`src/rtl/sfq_pkg.sv`:
```
`default_nettype none
// ----------------------------------------------------------------------------
// sfq_pkg
// Shared types and codes of the searchable FIFO queue.
// ----------------------------------------------------------------------------
package sfq_pkg;

    localparam int DEPTH_DEF = 16;
    localparam int VALUE_W   = 32;
    localparam int S_TDATA_W = 40;
    localparam int M_TDATA_W = 48;

    typedef enum logic [2:0] {
        OP_ENQUEUE    = 3'd0,
        OP_DEQUEUE    = 3'd1,
        OP_REVERSE    = 3'd2,
        OP_FIND       = 3'd3,
        OP_REMOVE_ALL = 3'd4,
        OP_COUNT      = 3'd5
    } op_t;

    typedef enum logic [1:0] {
        ST_OK        = 2'd0,
        ST_EMPTY     = 2'd1,
        ST_FULL      = 2'd2,
        ST_NOT_FOUND = 2'd3
    } status_t;

    typedef enum logic [1:0] {
        S_IDLE,
        S_EXEC,
        S_SCAN,
        S_DONE
    } state_t;

    typedef struct packed {
        op_t                op;
        logic [VALUE_W-1:0] value;
    } cmd_t;

    // packed so that front_value sits in the low bits
    typedef struct packed {
        status_t                   status;
        logic [4:0]                queue_length;
        logic [4:0]                match_count;
        logic [3:0]                found_index;
        logic signed [VALUE_W-1:0] front_value;
    } result_t;

endpackage
`default_nettype wire

```
`src/rtl/searchable_fifo_queue.sv`:
```
`default_nettype none
// ----------------------------------------------------------------------------
// searchable_fifo_queue
// Bounded FIFO of signed 32-bit values with enqueue, dequeue, reverse, find,
// remove-all and count, one result item per input item.
// ----------------------------------------------------------------------------
// Items are processed one at a time; each returns exactly one result item.
// Dequeue of a non-empty queue reads the front entry through the entry RAM.
// Find, count and remove-all walk the stored entries through the entry RAM,
// one read per cycle, and remove-all writes each kept entry back for
// compaction in the same cycle as a read. A result waits in the output
// register while the next item is accepted; a stalled output holds back
// only the completion of the following item.
module searchable_fifo_queue #(
    parameter int DEPTH = sfq_pkg::DEPTH_DEF
) (
    input  wire logic                           aclk,
    input  wire logic                           aresetn,
    input  wire logic                           s_axis_tvalid,
    output logic                                s_axis_tready,
    // [2:0] operation, [34:3] operand_value, [39:35] zero
    input  wire logic [sfq_pkg::S_TDATA_W-1:0]  s_axis_tdata,
    output logic                                m_axis_tvalid,
    input  wire logic                           m_axis_tready,
    // [31:0] front_value, [35:32] found_index, [40:36] match_count,
    // [45:41] queue_length, [47:46] status
    output logic [sfq_pkg::M_TDATA_W-1:0]       m_axis_tdata
);

    import sfq_pkg::*;

    localparam int PTR_W = $clog2(DEPTH);

    cmd_t               cmd;
    logic               start;
    logic               idle;
    logic               done;
    logic               out_free;
    result_t            res;
    logic               ram_we;
    logic [PTR_W-1:0]   ram_waddr;
    logic [VALUE_W-1:0] ram_wdata;
    logic [PTR_W-1:0]   ram_raddr;
    logic [VALUE_W-1:0] ram_rdata;

    logic               m_valid_reg, m_valid_next;
    result_t            m_data_reg, m_data_next;

    assign cmd.op        = op_t'(s_axis_tdata[2:0]);
    assign cmd.value     = s_axis_tdata[VALUE_W+2:3];
    assign s_axis_tready = idle;
    assign start         = s_axis_tvalid && idle;
    assign out_free      = !m_valid_reg || m_axis_tready;

    sfq_engine #(
        .DEPTH(DEPTH)
    ) u_engine (
        .aclk     (aclk),
        .aresetn  (aresetn),
        .start    (start),
        .cmd      (cmd),
        .idle     (idle),
        .out_free (out_free),
        .done     (done),
        .res      (res),
        .ram_we   (ram_we),
        .ram_waddr(ram_waddr),
        .ram_wdata(ram_wdata),
        .ram_raddr(ram_raddr),
        .ram_rdata(ram_rdata)
    );

    sfq_ram #(
        .WIDTH(VALUE_W),
        .DEPTH(DEPTH)
    ) u_entries (
        .aclk (aclk),
        .we   (ram_we),
        .waddr(ram_waddr),
        .wdata(ram_wdata),
        .raddr(ram_raddr),
        .rdata(ram_rdata)
    );

    always_comb begin
        m_valid_next = m_valid_reg;
        m_data_next  = m_data_reg;
        if (done) begin
            m_valid_next = 1'b1;
            m_data_next  = res;
        end else if (m_axis_tready) begin
            m_valid_next = 1'b0;
        end
    end

    always_ff @(posedge aclk) begin
        if (!aresetn) begin
            m_valid_reg <= 1'b0;
        end else begin
            m_valid_reg <= m_valid_next;
        end
        m_data_reg <= m_data_next;
    end

    assign m_axis_tvalid = m_valid_reg;
    assign m_axis_tdata  = m_data_reg;

endmodule
`default_nettype wire

```
`src/rtl/sfq_ram.sv`:
```
`default_nettype none
// ----------------------------------------------------------------------------
// sfq_ram
// Generic single-write, single-read RAM with registered read data.
// ----------------------------------------------------------------------------
module sfq_ram #(
    parameter int WIDTH = 32,
    parameter int DEPTH = 16
) (
    input  wire logic                     aclk,
    input  wire logic                     we,
    input  wire logic [$clog2(DEPTH)-1:0] waddr,
    input  wire logic [WIDTH-1:0]         wdata,
    input  wire logic [$clog2(DEPTH)-1:0] raddr,
    output logic      [WIDTH-1:0]         rdata
);

    logic [WIDTH-1:0] mem [DEPTH];
    logic [WIDTH-1:0] rdata_reg;

    always_ff @(posedge aclk) begin
        if (we) begin
            mem[waddr] <= wdata;
        end
        rdata_reg <= mem[raddr];
    end

    assign rdata = rdata_reg;

endmodule
`default_nettype wire

```
`src/rtl/sfq_engine.sv`:
```
`default_nettype none
// ----------------------------------------------------------------------------
// sfq_engine
// Operation sequencer: pointer and occupancy state, entry walk over the RAM
// for find, count, remove-all and dequeue, in-place compaction.
// ----------------------------------------------------------------------------
module sfq_engine #(
    parameter int DEPTH = 16
) (
    input  wire logic                     aclk,
    input  wire logic                     aresetn,
    input  wire logic                     start,
    input  wire sfq_pkg::cmd_t            cmd,
    output logic                          idle,
    input  wire logic                     out_free,
    output logic                          done,
    output sfq_pkg::result_t              res,
    output logic                          ram_we,
    output logic [$clog2(DEPTH)-1:0]      ram_waddr,
    output logic [sfq_pkg::VALUE_W-1:0]   ram_wdata,
    output logic [$clog2(DEPTH)-1:0]      ram_raddr,
    input  wire logic [sfq_pkg::VALUE_W-1:0] ram_rdata
);

    import sfq_pkg::*;

    localparam int PTR_W = $clog2(DEPTH);
    localparam int OCC_W = $clog2(DEPTH + 1);
    localparam int CNT_W = (OCC_W > 5) ? OCC_W : 5;
    localparam int IDX_W = (PTR_W > 4) ? PTR_W : 4;
    localparam logic [PTR_W:0] SUM_DEPTH = (PTR_W + 1)'(DEPTH);
    localparam logic [OCC_W-1:0] OCC_FULL = OCC_W'(DEPTH);

    function automatic logic [PTR_W-1:0] slot_of(input logic [PTR_W-1:0] base,
                                                 input logic rev,
                                                 input logic [PTR_W-1:0] pos);
        logic [PTR_W:0] sum;
        if (rev) begin
            sum = {1'b0, base} + SUM_DEPTH - {1'b0, pos};
        end else begin
            sum = {1'b0, base} + {1'b0, pos};
        end
        if (sum >= SUM_DEPTH) begin
            sum = sum - SUM_DEPTH;
        end
        return sum[PTR_W-1:0];
    endfunction

    function automatic logic [4:0] to5(input logic [OCC_W-1:0] v);
        logic [CNT_W-1:0] w;
        w = CNT_W'(v);
        return w[4:0];
    endfunction

    function automatic logic [3:0] to4(input logic [PTR_W-1:0] v);
        logic [IDX_W-1:0] w;
        w = IDX_W'(v);
        return w[3:0];
    endfunction

    state_t             state_reg, state_next;
    op_t                op_reg, op_next;
    logic [VALUE_W-1:0] val_reg, val_next;
    logic [PTR_W-1:0]   front_reg, front_next;
    logic [OCC_W-1:0]   occ_reg, occ_next;
    logic               rev_reg, rev_next;
    logic [OCC_W-1:0]   len_reg, len_next;
    logic [OCC_W-1:0]   rd_pos_reg, rd_pos_next;
    logic               rd_vld_reg, rd_vld_next;
    logic [PTR_W-1:0]   rd_idx_reg, rd_idx_next;
    logic [OCC_W-1:0]   keep_reg, keep_next;
    logic [OCC_W-1:0]   hits_reg, hits_next;
    logic               hit_reg, hit_next;
    logic [PTR_W-1:0]   idx_reg, idx_next;
    logic [VALUE_W-1:0] data_reg, data_next;
    result_t            res_reg, res_next;

    logic               needs_scan;
    logic               scan_end;
    logic               match;
    logic [OCC_W-1:0]   occ_m1;
    logic [PTR_W-1:0]   wpos;
    logic [PTR_W-1:0]   fpos;
    logic [PTR_W-1:0]   front_adv;

    assign occ_m1    = occ_reg - OCC_W'(1);
    assign match     = (ram_rdata == val_reg);
    assign scan_end  = (rd_pos_reg == len_reg) && !rd_vld_reg;
    assign wpos      = (state_reg == S_EXEC) ? occ_reg[PTR_W-1:0] : keep_reg[PTR_W-1:0];
    assign fpos      = (op_reg == OP_REVERSE) ? occ_m1[PTR_W-1:0] : PTR_W'(1);
    assign front_adv = slot_of(front_reg, rev_reg, fpos);
    assign ram_waddr = slot_of(front_reg, rev_reg, wpos);
    assign ram_raddr = slot_of(front_reg, rev_reg, rd_pos_reg[PTR_W-1:0]);

    always_comb begin
        priority case (op_reg)
            OP_DEQUEUE:    needs_scan = (occ_reg != '0);
            OP_FIND,
            OP_REMOVE_ALL,
            OP_COUNT:      needs_scan = 1'b1;
            default:       needs_scan = 1'b0;
        endcase
    end

    // next state
    always_comb begin
        state_next = state_reg;
        unique case (state_reg)
            S_IDLE: begin
                if (start) begin
                    state_next = S_EXEC;
                end
            end
            S_EXEC: begin
                state_next = needs_scan ? S_SCAN : S_DONE;
            end
            S_SCAN: begin
                if (scan_end) begin
                    state_next = S_DONE;
                end
            end
            S_DONE: begin
                if (out_free) begin
                    state_next = S_IDLE;
                end
            end
        endcase
    end

    // datapath and outputs
    always_comb begin
        op_next     = op_reg;
        val_next    = val_reg;
        front_next  = front_reg;
        occ_next    = occ_reg;
        rev_next    = rev_reg;
        len_next    = len_reg;
        rd_pos_next = rd_pos_reg;
        rd_vld_next = 1'b0;
        rd_idx_next = rd_idx_reg;
        keep_next   = keep_reg;
        hits_next   = hits_reg;
        hit_next    = hit_reg;
        idx_next    = idx_reg;
        data_next   = data_reg;
        res_next    = res_reg;
        ram_we      = 1'b0;
        ram_wdata   = ram_rdata;
        idle        = (state_reg == S_IDLE);
        done        = (state_reg == S_DONE) && out_free;

        unique case (state_reg)
            S_IDLE: begin
                if (start) begin
                    op_next     = cmd.op;
                    val_next    = cmd.value;
                    rd_pos_next = '0;
                    keep_next   = '0;
                    hits_next   = '0;
                    hit_next    = 1'b0;
                    idx_next    = '0;
                    data_next   = '0;
                    res_next    = '0;
                end
            end
            S_EXEC: begin
                res_next.queue_length = to5(occ_reg);
                len_next              = occ_reg;
                priority case (op_reg)
                    OP_ENQUEUE: begin
                        if (occ_reg == OCC_FULL) begin
                            res_next.status = ST_FULL;
                        end else begin
                            ram_we                = 1'b1;
                            ram_wdata             = val_reg;
                            occ_next              = occ_reg + OCC_W'(1);
                            res_next.queue_length = to5(occ_reg + OCC_W'(1));
                        end
                    end
                    OP_DEQUEUE: begin
                        len_next = OCC_W'(1);
                        if (occ_reg == '0) begin
                            res_next.status = ST_EMPTY;
                        end
                    end
                    OP_REVERSE: begin
                        if (occ_reg != '0) begin
                            front_next = front_adv;
                        end
                        rev_next = !rev_reg;
                    end
                    default: begin
                    end
                endcase
            end
            S_SCAN: begin
                if (rd_pos_reg < len_reg) begin
                    rd_pos_next = rd_pos_reg + OCC_W'(1);
                    rd_vld_next = 1'b1;
                    rd_idx_next = rd_pos_reg[PTR_W-1:0];
                end
                if (rd_vld_reg) begin
                    priority case (op_reg)
                        OP_DEQUEUE: data_next = ram_rdata;
                        OP_FIND: begin
                            if (match && !hit_reg) begin
                                hit_next = 1'b1;
                                idx_next = rd_idx_reg;
                            end
                        end
                        OP_COUNT: begin
                            if (match) begin
                                hits_next = hits_reg + OCC_W'(1);
                            end
                        end
                        OP_REMOVE_ALL: begin
                            if (!match) begin
                                ram_we    = 1'b1;
                                keep_next = keep_reg + OCC_W'(1);
                            end
                        end
                        default: begin
                        end
                    endcase
                end
                if (scan_end) begin
                    priority case (op_reg)
                        OP_DEQUEUE: begin
                            front_next            = front_adv;
                            occ_next              = occ_m1;
                            res_next.front_value  = data_reg;
                            res_next.queue_length = to5(occ_m1);
                        end
                        OP_FIND: begin
                            res_next.status      = hit_reg ? ST_OK : ST_NOT_FOUND;
                            res_next.found_index = to4(idx_reg);
                        end
                        OP_COUNT: begin
                            res_next.match_count = to5(hits_reg);
                        end
                        OP_REMOVE_ALL: begin
                            occ_next              = keep_reg;
                            res_next.match_count  = to5(occ_reg - keep_reg);
                            res_next.queue_length = to5(keep_reg);
                        end
                        default: begin
                        end
                    endcase
                end
            end
            S_DONE: begin
            end
        endcase
    end

    always_ff @(posedge aclk) begin
        if (!aresetn) begin
            state_reg  <= S_IDLE;
            front_reg  <= '0;
            occ_reg    <= '0;
            rev_reg    <= 1'b0;
            rd_vld_reg <= 1'b0;
        end else begin
            state_reg  <= state_next;
            front_reg  <= front_next;
            occ_reg    <= occ_next;
            rev_reg    <= rev_next;
            rd_vld_reg <= rd_vld_next;
        end
        op_reg     <= op_next;
        val_reg    <= val_next;
        len_reg    <= len_next;
        rd_pos_reg <= rd_pos_next;
        rd_idx_reg <= rd_idx_next;
        keep_reg   <= keep_next;
        hits_reg   <= hits_next;
        hit_reg    <= hit_next;
        idx_reg    <= idx_next;
        data_reg   <= data_next;
        res_reg    <= res_next;
    end

    assign res = res_reg;

`ifndef NO_ASSERTIONS
    a_occ_bound: assert property (@(posedge aclk) disable iff (!aresetn)
        occ_reg <= OCC_FULL)
        else $error("occupancy above depth");

    a_we_busy: assert property (@(posedge aclk) disable iff (!aresetn)
        ram_we |-> (state_reg == S_EXEC || state_reg == S_SCAN))
        else $error("RAM write outside an operation");

    a_keep_behind: assert property (@(posedge aclk) disable iff (!aresetn)
        (state_reg == S_SCAN) |-> (keep_reg <= rd_pos_reg && rd_pos_reg <= len_reg))
        else $error("compaction write ahead of read walk");

    a_done_idle: assert property (@(posedge aclk) disable iff (!aresetn)
        done |=> (state_reg == S_IDLE))
        else $error("result handed off without return to idle");
`endif

endmodule
`default_nettype wire
```
`config.mk`:
```
export PLATFORM = sky130hd
export DESIGN_NAME = searchable_fifo_queue
export DESIGN_NICKNAME = d
export VERILOG_FILES = /design/src/rtl/sfq_pkg.sv /design/src/rtl/searchable_fifo_queue.sv /design/src/rtl/sfq_ram.sv /design/src/rtl/sfq_engine.sv
export SDC_FILE = /design/constraint.sdc
export NUM_CORES = 1
export LEC_CHECK = 0
export BUFFER_PORTS_ARGS = -buffer_cell sky130_fd_sc_hd__buf_2
export CORE_ASPECT_RATIO = 1.75
export CORE_MARGIN = 2
export CORE_UTILIZATION = 45
export DETAILED_ROUTE_END_ITERATION = 10
export PLACE_DENSITY = 0.62
export SETUP_SLACK_MARGIN = 0.02
export SLEW_MARGIN = 20
export SYNTH_ARGS = -nofsm -noshare
export SYNTH_HDL_FRONTEND = slang
export SYNTH_SLANG_ARGS = --single-unit
```
`constraint.sdc`:
```
create_clock -name aclk -period 5.6 [get_ports aclk]
set_input_delay 1.12 -clock aclk [delete_from_list [all_inputs] [get_ports aclk]]
set_output_delay 1.12 -clock aclk [all_outputs]
set_load 0.03 [all_outputs]
```
Word-level counts from Yosys, hierarchy flattened
Memories as Yosys holds them, arrays and structs flattened. A register that Yosys moved wholly into a read port is not among the register bits.
Index checks and enable logic that the tools add are counted.
W data, S select, Z words.
- flip-flop bits (word level): 206
- RAM bits: 512
- input bits: 44
- output and inout bits: 50
- word-level logic and storage cells: 187
- memories: 1
- memories (memory ; depth ; bits a word ; read ports ; clocked after Yosys merged registers in ; write ports ; RTL line ; source):
    u_entries.mem ; 16 ; 32 ; 1 ; 1 ; 1 ; sfq_ram.sv:18 ; logic [WIDTH-1:0] mem [DEPTH];
- $add $sub $neg: 16
- $lt $le $gt $ge: 4
- equal/unequal tests: 30
- mux-type cells: 75
- reduce and logical (&&, ||, !) cells: 35
- operators by type and width (operator ; count):
    $mux W32 ; 7
    $mux W48 ; 2
    $pmux W41 S2 ; 1
    $mux W5 ; 14
    $pmux W32 S2 ; 1
    $pmux W5 S2 ; 6
    $mux W4 ; 14
    $eq A32 B32 Y1 ; 1
    $pmux W7 S3 ; 1
    $add A5 B1 Y5 const B ; 4
    $reduce_and A4 Y1 ; 5
    $reduce_and A5 Y1 ; 4
    $ne A2 B2 Y1 const B ; 8
    $pmux W4 S2 ; 2
    $add A4 B4 Y5 ; 3
    $ge A5 B5 Y1 const B ; 3
    $mux W1 ; 15
    $ne A3 B3 Y1 const B ; 5
    $sub A5 B4 Y5 ; 3
    $mux W2 ; 7
    $ne A2 B1 Y1 const B ; 6
    $sub A4 B1 Y4 const B ; 3
    $reduce_and A3 Y1 ; 3
    $pmux W2 S4 ; 1
    25 further kinds ; 41

Depth between registers and ports, before layout
- depth in word-level cells: 9
- depth in mapped cells: 14
- depth with buffers taken out: 12

Modules after synthesis
From an unflattened synthesis, not the netlist that was laid out.
- cell total of the unflattened synthesis: 1562
- area, all modules: 29519.6 um^2
- modules (own cells, without submodules) (module ; instances ; cells an instance ; area an instance (um^2) ; seq. area each (um^2)):
    sfq_ram ; 1 ; 838 ; 19835.3 ; 16015.4
    sfq_engine ; 1 ; 671 ; 8187.9 ; 4584.4
    searchable_fifo_queue ; 1 ; 53 ; 1496.4 ; 1461.4

Least setup slack after synthesis
Ideal clock, no wire load.
- kind: register to register
- from: reg u_engine.state_reg[1]
- to: mem u_entries.mem[12][0] (enable)
- setup time: 501 ps
- data arrival time: 5640 ps
- data required time: 5099 ps
- slack: -541 ps
- cell stages (with the launch flop): 12
- buffers on the path: 2
- period minus slack after synthesis: 6141 ps
- cell sequence: dfxtp_1 -> inv_1 -> ha_1 -> clkbuf_1 -> clkbuf_1 -> o21ai_0 -> ha_1 -> a21o_1 -> a211oi_1 -> a21oi_1 -> xnor2_1 -> nor4_1
- cells in the longest elaborated chain, start to end: 6
- elaborated cells between the ends (all ways): 12
- those cells by class: 3 x add/sub; 1 x order compare; 2 x eq/ne; 6 x mux
- RTL lines (item ; RTL line ; source):
    start, declared ; sfq_engine.sv:61 ; state_t state_reg, state_next;
    start signal, assigned ; sfq_engine.sv:264 ; state_reg <= state_next;
    $eq A2 B1 Y1 ; sfq_engine.sv:89, sfq_engine.sv:152 ;
    $mux W4 ; sfq_engine.sv:89 ; assign wpos = (state_reg == S_EXEC) ? occ_reg[PTR_W-1:0] : keep_reg[PTR_W-1:0];
    $sub A5 B4 Y5 / $add A4 B4 Y5 (equally long branches) ; sfq_engine.sv:39, sfq_engine.sv:41 ;
    $mux W5 ; sfq_engine.sv:38 ; if (rev) begin
    $sub A4 B1 Y4 / $ge A5 B5 Y1 (equally long branches) ; sfq_engine.sv:44, sfq_engine.sv:43 ;
    $mux W4 ; sfq_engine.sv:43 ; if (sum >= SUM_DEPTH) begin
    end, declared ; sfq_ram.sv:18 ;
Several ways; a longest one is shown, not always the timed one.

Worst setup path in the final report
- from: reg u_engine.state_reg[1]
- to: mem u_entries.mem[3][25] (enable)
Same word-level chain as after synthesis.

==> flow_summary.yaml <==
clock_network:
  cts_tree: "built"
  cts-root-buf: "clkbuf_16"
  cts.hold.buffers_added: 0
  clk_latency_ps: 610
  htree_levels: 3
  post_cts_buffers: 0
  cts.path.max_buffers: 3
  cts_sinks: 750
  cts_resized: 0
  clkTransAtPathRegs_ps: 70
  cts_made_buffers: 66
synth:
  synth_compound_area_share_pct: 2.00
  netlist.top_cell.by_area: "edfxtp_1"
  syn-num-nets: 1564
  ys_types: 60
  synth_top_family_by_area: "multiplexers"
  synthFlopType: "edfxtp_1"
  synth_edf_count: 704
  ys_warn_count: 0
  synthAdderAreaFrac_pct: 2.04
  ys_ff_latch: 750
  synthXorXnorAreaFrac_pct: 1.75
  avgSynthCellArea_um2: 20.0
  synth_area_leaders: "edfxtp_1, mux4_2, dfxtp_1"
  synth-seq-area-share_pct: 74.7
  muxShareOfSynthArea_pct: 13.6
  synth_area_mm2: 0.0295
  netlist_instances: 1476
  async_flop_share_pct: 0
  synth_top_area_share_pct: 71.6
  synth_simple_gate_area_share_pct: 4.47
routing:
  vias: 13900
  wl_per_cell_um: 26.1
  drc: 0
  firstDrtPassIters: 5
  drt-vias-per-instance: 5.62
  m1WireLength_mm: 25.2
  dr.max_layer_used: "met4"
  wl_met3_mm: 2.71
  ant_nets: 0
  wl_met2_mm: 34.2
  detail_route.iter0.violations: 1118
  drt-total-wl_mm: 64.4
cells_and_area:
  seq_area_mm2: 0.0221
  syn_to_final_growth_pct: 12.9
  largest_reg_flops: 512
  final_cell_mix: "edfxtp_1, mux4_2, buf_2, and2_1, clkbuf_16"
  antenna_cells: 0
  multi_input_area_mm2: 0.00720
  layout-drive-gt1-share_pct: 25.5
  final_nets: 1686
  fill_cells: 5199
  final_common_cell: "edfxtp_1"
  finalNonFillerCells: 2467
run_status:
  status: "complete, no violations"
place:
  gp_routability_congestion: 0.832
  place_ws_ps: 1330
  place_inst: 2349
  io_buffer_count: 88
  dp_hpwl_mm: 36.8
sta:
  fin_crit_sh_pct: 76.9
  max_slew_margin_pct: 28.5
  fmax_ghz: 0.232
  setup_tns_ps: 0
  rsz0062_at_grt: "false"
  period_needed_ps: 4310
  setup_violations: 0
  maxSlewViolCount: 0
  layout_setup_ws_ps: 1290
  worst_slew_pin_slew_ps: 1060
  hold_viol_final: 0
  skew_ps: 27.6
  hold_slack_ps: 408
grt:
  grt_usage_pct: 19.5
  antenna_found_initial: 0
  grt_max_degree: 129
  grt_overflow: 0
  grt_first_pass_wirelength_mm: 95.1
  grt_pass1_vias: 14700
pwr:
  total_power_mw: 19.6
  power.density_mw_per_mm2: 586
  p_leak_nw: 10.9
  ir_drop_uv: 879
flow_run:
  drv_cap: 0
setup_path:
  cp_data_required_time_ps: 5830
  worstPathArrival_ps: 4540
  cpMostUsedCell: "ha_1"
  cp-start-kind: "flip-flop"
  worstPathCellList: "inv_1 > ha_1 > o21ai_0 > ha_1 > a21o_1 > a211oi_1 > a21oi_1 > xnor2_1 > nand2_1 > nor3_2 > buf_4"
  timing.critical_path.fanout_max: 32
  critPathCaptureType: "flip-flop"
  critPathSlowestCell: "xnor2_1"
  slowest_delay_ps: 610
  crit_type: "reg -> reg"
floorplanning:
  die-height_um: 343
  die_x_um: 198
  rows: 124
  dieArea_mm2: 0.0678
  start_util_pct: 45.3
  core-area_mm2: 0.0652
  io_pins: 94
min_path:
  hold_path_class: "reg -> reg"
per-stage QoR:
stage | cell area, um2 | utilization (%)
6_report | 33300 | 51.2
5_1_grt | 33300 | 51.2
4_1_cts | 33300 | 51.2
3_5_place_dp | 31100 | 47.8
3_3_place_gp | 31100 | 47.8
2_1_floorplan | 29500 | -
critical path, delay by kind of cell (launching register included):
| kind | cells | cell delay [ps] |
|---|---|---|
| adder cells (fa/ha/maj) | 2 | 670 |
| AO/OA/AOI/OAI | 4 | 1000 |
| flip-flops | 1 | 450 |
| AND/OR/NAND/NOR | 2 | 510 |
| XOR/XNOR | 1 | 610 |
| buffers and inverters | 2 | 650 |
path summary, 6_finish.rpt:
path                                                         start                        endpoint  slack [ps]  cells after the start
worst max-delay path            u_engine.state_reg[1]$_SDFFE_PN0P_  u_entries.mem[3][25]$_DFFE_PP_        1290                     11
worst max register to register  u_engine.state_reg[1]$_SDFFE_PN0P_  u_entries.mem[3][25]$_DFFE_PP_        1290                     11
worst min register to register      u_engine.res[16]$_SDFFCE_PN0P_      m_axis_tdata[16]$_DFFE_PP_         410                      0
worst min-delay path                u_engine.res[16]$_SDFFCE_PN0P_      m_axis_tdata[16]$_DFFE_PP_         410                      0
synthesized netlist by cell type, types with 3 or more instances:
cell / n
nor2b_1: 13
o21bai_1: 3
mux2i_1: 4
a21oi_1: 30
buf_2: 29
o21ai_1: 5
o21ai_0: 13
nor4_1: 11
nor3_1: 15
nor3b_1: 5
and2_1: 80
mux2_2: 3
or3b_1: 3
edfxtp_1: 704
nor2_1: 39
a21boi_1: 4
mux4_2: 160
clkbuf_1: 21
a311oi_1: 3
a21o_1: 4
nand2b_1: 5
xor2_1: 32
ha_1: 37
inv_1: 34
dfxtp_1: 46
fa_1: 7
o21a_1: 4
mux2_1: 29
nand2_1: 39
xnor2_1: 27
buf_1: 12
nand4_1: 6
nand3_1: 12
o211ai_1: 4
cells by family (layout without fill, tap and decap cells):
logic type | Yosys count | count (layout)
DFF | 750 | 750
muxes | 196 | 196
and+or+nand+nor | 240 | 240
xor gates and xnor gates | 59 | 59
AOI/OAI and AO/OA | 87 | 87
buffers and inverters | 100 | 272
adders and majority gates | 44 | 44
layout make-up:
cell class                 instances  area share (%)
inverter                          35           0.394
tap                              819            3.07
timing repair buffer             119            2.09
clock inverter                    35            1.19
sequential                       750            66.2
multi-input combinational        626            21.6
clock buffer                      83            5.49
metal layers:
layer  global-route usage [%]  vias to the layer above
met5                        0                        -
met4                     7.97                        0
met3                     2.52                      103
met1                     23.9                     7248
li1                         -                     6120
met2                     34.9                      398
where the power goes:
group / internal, mW / total (mW) / leakage [nW] / switching, mW
Combinational: 3.01 / 6.68 / 2.99 / 3.68
Clock: 2.66 / 4.67 / 1.10 / 2.01
Sequential: 7.70 / 8.19 / 6.84 / 0.490
(Power assumes the default switching activity.)
